File: config.mk
export PLATFORM = sky130hd
export DESIGN_NAME = swts_div
export DESIGN_NICKNAME = d
export VERILOG_FILES = /design/src/rtl/swts_pkg.sv /design/src/rtl/swts_div.sv
export SDC_FILE = /design/constraint.sdc
export NUM_CORES = 1
export LEC_CHECK = 0
export BUFFER_PORTS_ARGS = -buffer_cell sky130_fd_sc_hd__buf_2
export CAP_MARGIN = 5
export CORE_ASPECT_RATIO = 1.1
export CORE_UTILIZATION = 61
export DETAILED_ROUTE_END_ITERATION = 10
export GPL_TIMING_DRIVEN = 0
export HOLD_SLACK_MARGIN = 0.08
export PLACE_DENSITY = 0.86
export RECOVER_POWER = 100
export SKIP_LAST_GASP = 1
export SLEW_MARGIN = 25
export SYNTH_ARGS = -nofsm -noshare
export SYNTH_HDL_FRONTEND = slang
export SYNTH_SLANG_ARGS = --single-unit
File: constraint.sdc
create_clock -name clk -period 8.9 [get_ports clk]
set_input_delay 0.445 -clock clk [delete_from_list [all_inputs] [get_ports clk]]
set_output_delay 0.445 -clock clk [all_outputs]
set_load 0.01 [all_outputs]
File: src/rtl/swts_pkg.sv
`default_nettype none

package swts_pkg;

  localparam int MAX_WINDOW = 256;
  localparam int PTR_W      = $clog2(MAX_WINDOW);
  localparam int CNT_W      = $clog2(MAX_WINDOW + 1);

  localparam int SAMPLE_W = 32;
  localparam int CFG_W    = 9;
  localparam int HELD_W   = 9;
  localparam int SLOPE_W  = 49;
  localparam int FRAC_W   = 16;

  localparam logic [CFG_W-1:0] LEN_RESET = CFG_W'(256);

  // running sums over the window
  localparam int SY_W  = SAMPLE_W + PTR_W;
  localparam int SXY_W = SAMPLE_W + 2 * PTR_W;

  // shared multiplier: narrow operand holds n*n, wide operand holds the sums
  localparam int MUL_A_W = 2 * CNT_W - 1;
  localparam int MUL_B_W = SXY_W;
  localparam int MUL_W   = MUL_A_W + MUL_B_W;

  // divider: (12 * |n*Sxy - Sx*Sy|) << FRAC_W over n*n*(n*n - 1)
  localparam int DEN_W  = 2 * MUL_A_W;
  localparam int DVD_W  = MUL_W + 4 + FRAC_W;
  localparam int STEP_W = $clog2(DVD_W + 1);

  localparam int IN_DATA_W  = ((SAMPLE_W + 7) / 8) * 8;
  localparam int OUT_DATA_W = ((SLOPE_W + HELD_W + 7) / 8) * 8;

  typedef struct packed {
    logic done;
    logic ovf;
  } div_status_t;

endpackage

`default_nettype wire

File: src/rtl/swts_div.sv
`default_nettype none

module swts_div (
  input  wire logic                         clk,
  input  wire logic                         rst_n,
  input  wire logic                         start,
  input  wire logic [swts_pkg::DVD_W-1:0]   dividend,
  input  wire logic [swts_pkg::DEN_W-1:0]   divisor,
  output logic      [swts_pkg::SLOPE_W-1:0] quotient,
  output swts_pkg::div_status_t             status
);

  localparam int DVD_W   = swts_pkg::DVD_W;
  localparam int DEN_W   = swts_pkg::DEN_W;
  localparam int SLOPE_W = swts_pkg::SLOPE_W;
  localparam int STEP_W  = swts_pkg::STEP_W;

  logic              busy_r;
  logic              done_r;
  logic [STEP_W-1:0] step_r;
  logic [DVD_W-1:0]  dvd_r;
  logic [DEN_W-1:0]  den_r;
  logic [DEN_W-1:0]  rem_r;
  logic [SLOPE_W-1:0] quo_r;
  logic              ovf_r;

  logic [DEN_W:0]   trial;
  logic             fits;
  logic [DEN_W:0]   diff;
  logic [DEN_W-1:0] rem_nxt;

  // one restoring step per cycle
  always_comb begin
    trial   = {rem_r, dvd_r[DVD_W-1]};
    fits    = (trial >= {1'b0, den_r});
    diff    = trial - {1'b0, den_r};
    rem_nxt = fits ? diff[DEN_W-1:0] : trial[DEN_W-1:0];
  end

  always_ff @(posedge clk) begin
    if (!rst_n) begin
      busy_r <= 1'b0;
      done_r <= 1'b0;
      step_r <= '0;
    end else begin
      done_r <= 1'b0;
      if (start) begin
        busy_r <= 1'b1;
        step_r <= STEP_W'(DVD_W);
      end else if (busy_r) begin
        step_r <= step_r - STEP_W'(1);
        if (step_r == STEP_W'(1)) begin
          busy_r <= 1'b0;
          done_r <= 1'b1;
        end
      end
    end
  end

  always_ff @(posedge clk) begin
    if (start) begin
      dvd_r <= dividend;
      den_r <= divisor;
      rem_r <= '0;
      quo_r <= '0;
      ovf_r <= 1'b0;
    end else if (busy_r) begin
      dvd_r <= {dvd_r[DVD_W-2:0], 1'b0};
      rem_r <= rem_nxt;
      quo_r <= {quo_r[SLOPE_W-2:0], fits};
      ovf_r <= ovf_r | quo_r[SLOPE_W-1];
    end
  end

  assign quotient    = quo_r;
  assign status.done = done_r;
  assign status.ovf  = ovf_r;

endmodule

`default_nettype wire

Word-level counts from Yosys, hierarchy flattened
Index checks and enable logic that the tools add are counted.
{"block": "word_totals", "reg_bits": 212}
{"block": "op_classes", "addsub": 2, "n_lt_le_gt_ge": 1, "n_eq_ne": 1, "mux": 9, "bitwise": 3, "reduce_logical": 3}
{"op": "$mux 85", "count": 2}
{"op": "$ge 35x34->1", "count": 1}
{"op": "$mux 34", "count": 1}
{"op": "$sub 34x34->34", "count": 1}
{"op": "$mux 7", "count": 2}
{"op": "$eq 7x1->1 const B", "count": 1}
{"op": "$sub 7x1->7 const B", "count": 1}
{"op": "$mux 1", "count": 4}
{"op": "$reduce_or 3->1", "count": 1}
{"op": "$not 1->1", "count": 2}
{"op": "$reduce_bool 2->1", "count": 1}
{"op": "$reduce_or 2->1", "count": 1}
{"op": "$or 1x1->1", "count": 1}

Logic depth before layout (Yosys ltp)
Gate-level depths: netlist (run 1).
{"block": "depth", "ltp_word": 4, "mapped_depth": 14}

Least setup slack after synthesis (run 1)
Ideal clock, no wire load.
{"block": "synth_timing", "path_kind": "input to register", "start": "in start", "end": "reg dvd_r[0] (enable)", "arrival_ns": 2.587, "required_ns": 8.462, "setup_slack_ns": 5.875, "cell_stages": 4, "cell_sequence": "clkbuf_1 -> nor2_1 -> clkbuf_1 -> inv_1"}
{"block": "synth_via", "elab_chain_len": 1}
{"item": "from (decl)", "line": "swts_div.sv:6", "source": "input wire logic start,"}
{"item": "$reduce_bool 2->1 (no line)"}
{"item": "to (signal assigned)", "line": "swts_div.sv:62", "source": "dvd_r <= dividend;"}
{"item": "to (signal assigned)", "line": "swts_div.sv:68", "source": "dvd_r <= {dvd_r[DVD_W-2:0], 1'b0};"}
{"item": "to (decl)", "line": "swts_div.sv:21", "source": "logic [DVD_W-1:0] dvd_r;"}
Every way passes these cells.
A chain may end at the register's enable or synchronous reset.

Final worst setup path (run 1)
{"block": "layout_timing", "start": "in start", "end": "reg dvd_r[73] (enable)"}
The elaborated chain is that of the path after synthesis.

==> results.cfg, run 1 <==
[synth]
ys_top_cells_by_area = sky130_fd_sc_hd__edfxtp_1 35%, sky130_fd_sc_hd__dfxtp_1 18%, sky130_fd_sc_hd__mux2_2 9.3%
synthesis.area_per_instance_um2 = 11.20
synth_seq_cells = 212
adder_and_majority_gate_portion_of_the_synthesized_area_pct = 4.604
synth_xor_area_share_pct = 2.829
synth_top_area_cell = sky130_fd_sc_hd__edfxtp_1
post_synth_inst_count = 912
yosysWarnings = 0
synth-async-reset-ratio_pct = 0
synth_compound_gate_area_share_pct = 11.05
yosys.cell_count.top_type = sky130_fd_sc_hd__nor2_1
synth-edff-count = 119
seq_area_frac_synth_pct = 53.20
yosysUniqueCellTypes = 61
combinational_family_with_the_most_area_after_synthesis = multiplexers
number_of_nets_in_the_synthesized_netlist = 1071
synth.area.mux_share_pct = 15.04
yosysTopAreaCellShare_pct = 34.97
synth_flop_type = sky130_fd_sc_hd__edfxtp_1
synth_top_cells_by_count = 125 x sky130_fd_sc_hd__nor2_1, 119 x sky130_fd_sc_hd__edfxtp_1, 93 x sky130_fd_sc_hd__dfxtp_1, 84 x sky130_fd_sc_hd__mux2_2, 59 x sky130_fd_sc_hd__mux2i_1
synth.cell_area_um2 = 10220
yosys.area_share.simple_pct = 9.282

[floorplan]
floorplan.die_area_um2 = 17270
floorplan.io_pins = 173
initial_core_util_pct = 62.42
chipWidth_um = 125.4
core_region_area_um2 = 16370
die_h_um = 137.7
rows = 49

[grt]
antenna_found_initial = 0
groute.usage.overall_pct = 27.17
overflow = 0
wire_length_of_the_first_global_routing_pass_mm = 37.21
pin_count_of_the_biggest_net_entering_global_routing = 57
vias_in_the_first_global_route = 7612

[hold_path]
hp-class = in -> reg
min_to = den_r[33]$_DFFE_PP_
worst_hold_startpoint = divisor[33]
number_of_instances_on_the_worst_hold_path = 1

[critical_path]
critPathSlowestCell = sky130_fd_sc_hd__clkinvlp_2
path_max_fanout = 56
reg2reg_depth = 12
critPathMostFrequentCell = sky130_fd_sc_hd__clkbuf_1
timing.rr.start = den_r[4]$_DFFE_PP_
critical_path_depth = 6
setup_slack_of_the_most_critical_reg_to_reg_path_ns = 4.94
critPathRequiredTime_ns = 9.11
r2r-end = rem_r[30]$_SDFFE_PP0P_
worst_setup_path_start_kind = input port
critical_path_arrival_ns = 4.48
timing.critical_path.slowest_cell_delay_ns = 1.37
timing.setup.critical_path_class = in -> reg
cp.buffers_inverters = 5
worstSetupEndpointType = register
cp_top_delay_family = buffers and inverters
cp_cell_sequence = clkbuf_1, clkbuf_1, nor2_1, clkbuf_1, clkinvlp_2, buf_16

[clock_tree]
post_cts_setup_buffers = 0
numCtsBuffers = 23
clock_tree_buf_depth = 3
postCtsHoldBufs = 0
cts-htree-levels = 1
cts-root-buf = sky130_fd_sc_hd__clkbuf_16
cts.sink_count = 212
worst_skew_pair_latency_ns = 0.50
clock_pin_slew_on_the_worst_setup_and_hold_paths_ns = 0.06
clock_tree_from_tritoncts = done
cts_resized = 0

[timing]
timing.final.ws_setup_ns = 4.637
max_slew_margin_pct = -32.50
finalMaxSlewViolations = 66
min_period_over_period_pct = 47.90
finalWorstPathRequiredPeriod_ns = 4.263
rsz0062_at_grt = false
final.setup_skew_ns = 0.01314
tightestPinTransition_ns = 1.988
finalHoldViolCount = 0
fin_tns_setup_ns = 0
max_freq_ghz = 0.2346
finalSetupViolCount = 0

[run_status]
failed_checks = design-rule violations, max-capacitance violations, max-slew violations
run_status = complete, but fails checks

[final_layout]
fillers = 1215
final_net_count = 1269
post_route_cells_drive_above_1_share_pct = 22.47
layout-area-overhead-vs-synth_pct = 17.57

[drt]
antenna_left = 0
detail_route.wl_per_cell_um = 17.64
routed_wire_length_mm = 23.48
drt_pass1_iterations = 10
detail_route.vias_per_cell = 5.711
dr_total_vias = 7602
drt_iter0_drc = 409
remaining_drc_errors = 4

[placement]
place.gp.congestion = 0.9091
dp_hpwl_mm = 16.13
preCtsSetupSlack_ns = 5.611
placement.io_buffers = 172

[flow_run]
drv_cap = 2

[power_and_ir_drop]
irDropWorstVdd_uv = 192.2
power.leakage_nw = 4.957
power.density_nw_per_um2 = 210.8
[logic make-up (layout without fill, tap and decap cells)]
logic type | Yosys count | in the layout
and+or+nand+nor | 220 | 220
buffers and inverters | 100 | 314
other | 0 | 1
xor gates and xnor gates | 33 | 33
DFF | 212 | 212
adders and majority gates | 37 | 37
AOI/OAI and AO/OA | 167 | 167
muxes | 143 | 143
[sequential cells by signal, indices dropped and copies added, names as in the netlist]
register	flops
dvd_r	85
rem_r	34
done_r	1
ovf_r	1
quotient	49
step_r	7
den_r	34
busy_r	1
[placed cells by master (no fill, tap or decap), types with 3 or more instances in the layout]
cell type	count
sky130_fd_sc_hd__nand3_1	12
sky130_fd_sc_hd__o21ai_0	25
sky130_fd_sc_hd__bufinv_16	3
sky130_fd_sc_hd__mux2_2	79
sky130_fd_sc_hd__buf_2	126
sky130_fd_sc_hd__nor3_1	11
sky130_fd_sc_hd__nand2b_1	6
sky130_fd_sc_hd__xor2_1	16
sky130_fd_sc_hd__and3_1	6
sky130_fd_sc_hd__o21a_1	3
sky130_fd_sc_hd__inv_1	51
sky130_fd_sc_hd__buf_1	5
sky130_fd_sc_hd__mux2i_1	59
sky130_fd_sc_hd__edfxtp_1	119
sky130_fd_sc_hd__xnor2_1	17
sky130_fd_sc_hd__clkbuf_1	94
sky130_fd_sc_hd__a31oi_1	3
sky130_fd_sc_hd__dfxtp_1	93
sky130_fd_sc_hd__a21oi_1	59
sky130_fd_sc_hd__ha_1	36
sky130_fd_sc_hd__a21o_1	10
sky130_fd_sc_hd__nor2_1	125
sky130_fd_sc_hd__nand4_1	7
sky130_fd_sc_hd__a22oi_1	4
sky130_fd_sc_hd__mux2_1	5
sky130_fd_sc_hd__clkbuf_16	23
sky130_fd_sc_hd__a211oi_1	34
sky130_fd_sc_hd__o21bai_1	6
sky130_fd_sc_hd__nand2_1	39
[area by class of cell]
cell class,instances,area (um^2),share of cell area (%)
plain buffers,48,195.2,1.625
flip-flops and latches,212,5435,45.25
repair buffers,173,823.3,6.853
well taps,204,255.2,2.125
diodes,1,2.502,0.02083
inverters,52,196.4,1.635
multi-input cells,600,4344,36.16
clock inverters,8,123.9,1.031
clock buffers,33,636.9,5.302
[metal layers]
metal | GRT usage (%) | vias up | part of all wire (%)
met5 | 0 | - | 0
met4 | 10.16 | 0 | 2.5
met3 | 5.359 | 48 | 5.8
met2 | 49.44 | 216 | 51
met1 | 31.96 | 3662 | 40
li1 | - | 3676 | -
[through the flow]
stage | cells | hold slack (ns) | utilization (%) | area [um^2] | power [mW]
detailed placement | 1289 | 0.4768 | 69.42 | 11360 | 1.579
finish | 1331 | 0.1126 | 73.39 | 12010 | 2.532
global route | 1330 | 0.09621 | 73.37 | 12010 | 2.631
CTS | 1330 | 0.1024 | 74.07 | 12120 | 2.549
global placement | 1288 | 0.4510 | 69.23 | 11330 | 1.565
floorplan | 912 | 0.4380 | - | 10220 | 1.465
[worst max path at each step]
| stage | start | to |
|---|---|---|
| after floorplan | start | dvd_r[0]$_SDFFCE_PN0P_ |
| after global placement | start | dvd_r[70]$_DFFE_PP_ |
| after detailed placement | start | quotient[15]$_SDFFE_PP0P_ |
| after CTS | dvd_r[84]$_DFFE_PP_ | rem_r[26]$_SDFFE_PP0P_ |
| after global routing | start | dvd_r[67]$_DFFE_PP_ |
| final | start | dvd_r[73]$_DFFE_PP_ |
[power by group]
group / switching [mW] / internal, mW / total (mW)
combinational: 0.234 / 0.177 / 0.411
clock: 0.383 / 0.587 / 0.970
sequential: 0.0316 / 1.12 / 1.15
total: 0.649 / 1.88 / 2.53
No activity file was read; power rests on OpenSTA's default activity.
==> run 2: changes to the inputs <==
--- a/config.mk
+++ b/config.mk
@@ -8,11 +8,11 @@
 export BUFFER_PORTS_ARGS = -buffer_cell sky130_fd_sc_hd__buf_2
 export CAP_MARGIN = 5
 export CORE_ASPECT_RATIO = 1.1
-export CORE_UTILIZATION = 61
+export CORE_UTILIZATION = 57
 export DETAILED_ROUTE_END_ITERATION = 10
 export GPL_TIMING_DRIVEN = 0
 export HOLD_SLACK_MARGIN = 0.08
-export PLACE_DENSITY = 0.86
+export PLACE_DENSITY = 0.81
 export RECOVER_POWER = 100
 export SKIP_LAST_GASP = 1
 export SLEW_MARGIN = 25
==> constraint.sdc (replaced) <==
create_clock -name clk -period 4 [get_ports clk]
set_input_delay 0.2 -clock clk [delete_from_list [all_inputs] [get_ports clk]]
set_output_delay 0.2 -clock clk [all_outputs]
set_load 0.01 [all_outputs]
==> run 2 against run 1 <==
Against the previous run: the run ends with max-capacitance violations, max-slew violations left; die area increased by 6.9%; critical endpoint is now dvd_r[61]$_DFFE_PP_; register-to-register slack worse by 4.3 ns; highest routed layer unchanged; critical path depth fell by 1; combinational power grew to 2.5 times the previous value; power is 130% higher; clock skew about the same; non-clock buffer count is 120 higher; clock power up 120%; largest cell class unchanged.
==> results.cfg, run 2 (synthesis gave the netlist of run 1 again) <==
[final_layout]
final_net_count = 1389
layout-area-overhead-vs-synth_pct = 29.57
layout_commonest_cell = sky130_fd_sc_hd__buf_2
fillers = 1131
largest_register_ff_count = 85
finalInstanceArea_um2 = 13240
num_antenna_cells = 0
post_layout_utilization_of_the_core_pct = 76.67
largest_register = dvd_r
mostFrequentLayoutCells = 129 x sky130_fd_sc_hd__buf_2, 125 x sky130_fd_sc_hd__nor2_1, 120 x sky130_fd_sc_hd__dlygate4sd3_1, 119 x sky130_fd_sc_hd__edfxtp_1, 93 x sky130_fd_sc_hd__dfxtp_1
stdcell_count = 1480
post_route_cells_drive_above_1_share_pct = 20.39

[run_status]
run_status = complete, but fails checks
failed_checks = max-capacitance violations, max-slew violations

[drt]
drt_pass1_iterations = 6
dr_total_vias = 8215
remaining_drc_errors = 0
routed_wire_length_mm = 26.68
detail_route.vias_per_cell = 5.551
antenna_left = 0
detail_route.wl_per_cell_um = 18.02
drt_iter0_drc = 538

[placement]
dp_hpwl_mm = 15.82
place_area_um2 = 11390
post-place-cells = 1319
place.gp.congestion = 0.9022
placement.io_buffers = 172

[power_and_ir_drop]
power.density_nw_per_um2 = 430.7
power.leakage_nw = 5.465
internal_power_mw = 4.185
netSwitchingFraction_pct = 26.60
p_clk_share_pct = 36.9
seqPwrFrac_pct = 45.1
irDropWorstVdd_uv = 407.6
total_switching_power_mw = 1.517
p_comb_share_pct = 18.0
design_power_mw = 5.702

[grt]
overflow = 0
pin_count_of_the_biggest_net_entering_global_routing = 45
antenna_found_initial = 0
vias_in_the_first_global_route = 8235
groute.usage.overall_pct = 29.15
wire_length_of_the_first_global_routing_pass_mm = 41.71

[timing]
finalWorstPathRequiredPeriod_ns = 3.417
max_freq_ghz = 0.2927
finalSetupViolCount = 0
finalMaxSlewViolations = 36
final.setup_skew_ns = 0.01348
finalHoldViolCount = 0
min_period_over_period_pct = 85.42
rsz0062_at_grt = false
whs_ns = 0.4058
tightestPinTransition_ns = 2.018
max_slew_margin_pct = -34.53

[critical_path]
path_max_fanout = 35
worstSetupEndpointType = register
timing.setup.critical_path_class = in -> reg
critPathRequiredTime_ns = 4.25
cp_cell_sequence = clkbuf_1, clkbuf_1, clkbuf_1, clkbuf_1, mux2_1
critPathSlowestCell = sky130_fd_sc_hd__clkbuf_1
critPathMostFrequentCell = sky130_fd_sc_hd__clkbuf_1
critical_path_arrival_ns = 3.66
timing.critical_path.slowest_cell_delay_ns = 1.42
worst_setup_path_start_kind = input port
cp_top_delay_family = buffers and inverters
cp.buffers_inverters = 4

[floorplan]
die_h_um = 142.4
core_region_area_um2 = 17270
initial_core_util_pct = 59.17
floorplan.die_area_um2 = 18470
floorplan.io_pins = 173
rows = 50
chipWidth_um = 129.7

[clock_tree]
cts-htree-levels = 1
clock_tree_buf_depth = 3
numCtsBuffers = 23
cts.sink_count = 212
post_cts_setup_buffers = 0
worst_skew_pair_latency_ns = 0.51
clock_pin_slew_on_the_worst_setup_and_hold_paths_ns = 0.06
cts-root-buf = sky130_fd_sc_hd__clkbuf_16
clock_tree_from_tritoncts = done

[hold_path]
hp-class = in -> reg

[flow_run]
drv_cap = 1
[run 2: cell count changes in the layout (fill, tap and decap cells not counted), moves of 3 or more]
cell | previous run | this run
sky130_fd_sc_hd__dlygate4sd3_1 | 0 | 120
sky130_fd_sc_hd__buf_2 | 126 | 129
sky130_fd_sc_hd__clkbuf_8 | 2 | 5
sky130_fd_sc_hd__clkbuf_1 | 94 | 87
sky130_fd_sc_hd__mux2_2 | 79 | 72
sky130_fd_sc_hd__mux2_1 | 5 | 12
[run 2: cell type report]
class,instances,area [um^2],area share [%]
flip-flops and latches,212,5435,41.05
multi-input cells,600,4353,32.88
repair buffers,293,2017,15.23
clock buffers,33,664.4,5.018
well taps,234,292.8,2.212
plain buffers,48,206.4,1.559
inverters,52,197.7,1.493
clock inverters,8,72.57,0.5482
[run 2: path summary, 6_finish.rpt]
path                                              from                endpoint  slack, ns  cells past startpoint
worst min register to register  rem_r[32]$_SDFFE_PP0P_  rem_r[32]$_SDFFE_PP0P_       0.47                      2
worst max register to register      den_r[4]$_DFFE_PP_   rem_r[3]$_SDFFE_PP0P_       0.68                     12
worst max-delay path                             start     dvd_r[61]$_DFFE_PP_       0.58                      5
worst min-delay path                        divisor[6]      den_r[6]$_DFFE_PP_       0.41                      2
[run 2: timing repair]
item | 4_1_cts | 5_1_grt
hold buffers | 120 | 0
resized for setup | 0 | 0
hold endpoints to repair | 127 | 0
[run 2: stage by stage]
stage,setup TNS (ns),setup WS (ns)
3_5_place_dp,0,0.9232
2_1_floorplan,0,1.069
5_1_grt,0,0.3853
4_1_cts,0,0.9214
3_3_place_gp,-46.17,-0.5474
6_report,0,0.5833
[run 2: per-layer routing]
metal	part of all wire (%)	GRT usage (%)	up-vias
met2	51	51.84	304
li1	-	-	3924
met3	6.2	5.188	46
met1	41	35.76	3941
met4	2.0	8.752	0
met5	0	0	-
[run 2: power by group through the flow]
stage	clock [mW]	combinational, mW	sequential, mW
finish	2.11	1.03	2.57
global route	2.22	1.13	2.58
CTS	2.11	1.01	2.56
detailed placement	0	0.908	2.60
global placement	0	0.885	2.60
floorplan	0	0.679	2.58
[run 2: worst reg2reg max path, delay by kind of cell, from the launching register on]
kind	cells	cell delay, ns
buf+inv	3	0.80
compound gates	8	1.76
fa+ha+maj	1	0.35
flops	1	0.32
==> run 3: changes to the inputs <==
--- a/config.mk
+++ b/config.mk
@@ -12,7 +12,7 @@
 export DETAILED_ROUTE_END_ITERATION = 10
 export GPL_TIMING_DRIVEN = 0
 export HOLD_SLACK_MARGIN = 0.08
-export PLACE_DENSITY = 0.81
+export PLACE_DENSITY_LB_ADDON = 0.15
 export RECOVER_POWER = 100
 export SKIP_LAST_GASP = 1
 export SLEW_MARGIN = 25
==> run 3 against run 2 <==
Against the previous run: the run still ends with max-capacitance violations, max-slew violations left; power increased by 0.13%; register-to-register slack lost 0.12 ns; utilization rose by 0.17 points; combinational power is essentially flat; worst setup slack got worse by 0.023 ns; design area increased by 0.23%; hold slack worse by 0.018 ns; critical endpoint is now rem_r[23]$_SDFFE_PP0P_; highest routed layer unchanged.
==> results.cfg, run 3 (synthesis gave the netlist of run 1 again) <==
[run_status]
run_status = complete, but fails checks
failed_checks = max-capacitance violations, max-slew violations

[timing]
max_freq_ghz = 0.2907
finalSetupViolCount = 0
final.setup_skew_ns = 0.01869
tightestPinTransition_ns = 2.000
finalMaxSlewViolations = 36
min_period_over_period_pct = 86.00
finalHoldViolCount = 0
rsz0062_at_grt = false
max_slew_margin_pct = -33.33
finalWorstPathRequiredPeriod_ns = 3.440
timing.final.ws_setup_ns = 0.5601

[drt]
dr_total_vias = 8049
routed_wire_length_mm = 25.02
antenna_left = 0
drt_iter0_drc = 528
drt_pass1_iterations = 5
detail_route.wl_per_cell_um = 16.87
remaining_drc_errors = 0
detail_route.vias_per_cell = 5.428

[final_layout]
num_antenna_cells = 0
layout-area-overhead-vs-synth_pct = 29.87
post_route_cells_drive_above_1_share_pct = 20.66
fillers = 1206
finalInstanceArea_um2 = 13270
largest_register_ff_count = 85
final_net_count = 1390
mostFrequentLayoutCells = 125 x sky130_fd_sc_hd__nor2_1, 125 x sky130_fd_sc_hd__buf_2, 120 x sky130_fd_sc_hd__dlygate4sd3_1, 119 x sky130_fd_sc_hd__edfxtp_1, 96 x sky130_fd_sc_hd__clkbuf_1
largest_register = dvd_r

[floorplan]
core_region_area_um2 = 17270
die_h_um = 142.4
chipWidth_um = 129.7
initial_core_util_pct = 59.17
floorplan.die_area_um2 = 18470
floorplan.io_pins = 173
rows = 50

[placement]
dp_hpwl_mm = 15.12
place.gp.congestion = 0.9006
place_area_um2 = 11400
placement.io_buffers = 172
preCtsSetupSlack_ns = 0.8898

[critical_path]
worst_setup_path_start_kind = register
critPathSlowestCell = sky130_fd_sc_hd__clkbuf_2
worstSetupEndpointType = register
path_max_fanout = 10
critical_path_arrival_ns = 3.81
cp_cell_sequence = inv_1, ha_1, clkbuf_1, a21o_1, a211oi_1, a31o_2, a21oi_2, a211oi_1, clkbuf_1, clkbuf_2, nor2_1, a21oi_1, a211oi_2
cp_top_delay_family = compound AO/OA/AOI/OAI gates
cp.buffers_inverters = 4
timing.critical_path.slowest_cell_delay_ns = 0.48
timing.setup.critical_path_class = reg -> reg
critPathRequiredTime_ns = 4.37

[clock_tree]
numCtsBuffers = 24
cts.sink_count = 212
clock_pin_slew_on_the_worst_setup_and_hold_paths_ns = 0.06
worst_skew_pair_latency_ns = 0.52
cts_resized = 0
post_cts_setup_buffers = 0
postCtsHoldBufs = 120
clock_tree_buf_depth = 3
cts-htree-levels = 1
clock_tree_from_tritoncts = done
cts-root-buf = sky130_fd_sc_hd__clkbuf_16

[grt]
vias_in_the_first_global_route = 8067
overflow = 0
pin_count_of_the_biggest_net_entering_global_routing = 47
antenna_found_initial = 0
groute.usage.overall_pct = 27.50
wire_length_of_the_first_global_routing_pass_mm = 39.94

[power_and_ir_drop]
seqPwrFrac_pct = 45.0
p_comb_share_pct = 17.8
irDropWorstVdd_uv = 358.4
power.leakage_nw = 5.455
internal_power_mw = 4.208
p_clk_share_pct = 37.2
power.density_nw_per_um2 = 430.3
netSwitchingFraction_pct = 26.30
total_switching_power_mw = 1.502

[hold_path]
hp-class = in -> reg

[flow_run]
drv_cap = 1
run 3: layout make-up:
type                       instances  area (um^2)  area share [%]
buffer                            48        196.4           1.480
clock buffer                      33        634.4           4.781
clock inverter                    11        121.4          0.9147
inverter                          52        197.7           1.490
multi-input combinational        600         4368           32.92
sequential                       212         5435           40.96
tap                              234        292.8           2.207
timing repair buffer             293         2023           15.25
run 3: power by group through the flow:
| stage | logic [mW] | registers, mW | clock network [mW] |
|---|---|---|---|
| 6_report | 1.02 | 2.57 | 2.13 |
| 5_1_grt | 1.12 | 2.58 | 2.24 |
| 4_1_cts | 1.00 | 2.56 | 2.16 |
| 3_5_place_dp | 0.903 | 2.60 | 0 |
| 3_3_place_gp | 0.886 | 2.60 | 0 |
| 2_1_floorplan | 0.679 | 2.58 | 0 |
run 3: path summary, 6_finish.rpt:
kind                     startpoint                      to  slack, ns  cells after the start
min reg2reg  rem_r[32]$_SDFFE_PP0P_  rem_r[32]$_SDFFE_PP0P_       0.47                      2
max             den_r[20]$_DFFE_PP_  rem_r[23]$_SDFFE_PP0P_       0.56                     13
max reg2reg     den_r[20]$_DFFE_PP_  rem_r[23]$_SDFFE_PP0P_       0.56                     13
min                     divisor[12]     den_r[12]$_DFFE_PP_       0.39                      2
run 3: per-layer routing:
| metal | GRT usage [%] | wire [um] |
|---|---|---|
| met5 | 0 | 0 |
| met4 | 8.752 | 644 |
| met3 | 4.925 | 1599 |
| met1 | 34.44 | 10690 |
| met2 | 47.88 | 12080 |
run 3: through the flow:
step	util [%]	cells	hold slack [ns]	setup TNS [ns]	total power, mW
after floorplan	-	912	0.2989	0	3.260
after global placement	65.86	1318	0.3775	-54.70	3.488
after detailed placement	66.03	1319	0.3783	0	3.503
after CTS	77.36	1483	0.3424	0	5.718
after global routing	76.85	1483	0.3866	0	5.942
final	76.85	1483	0.3881	0	5.709
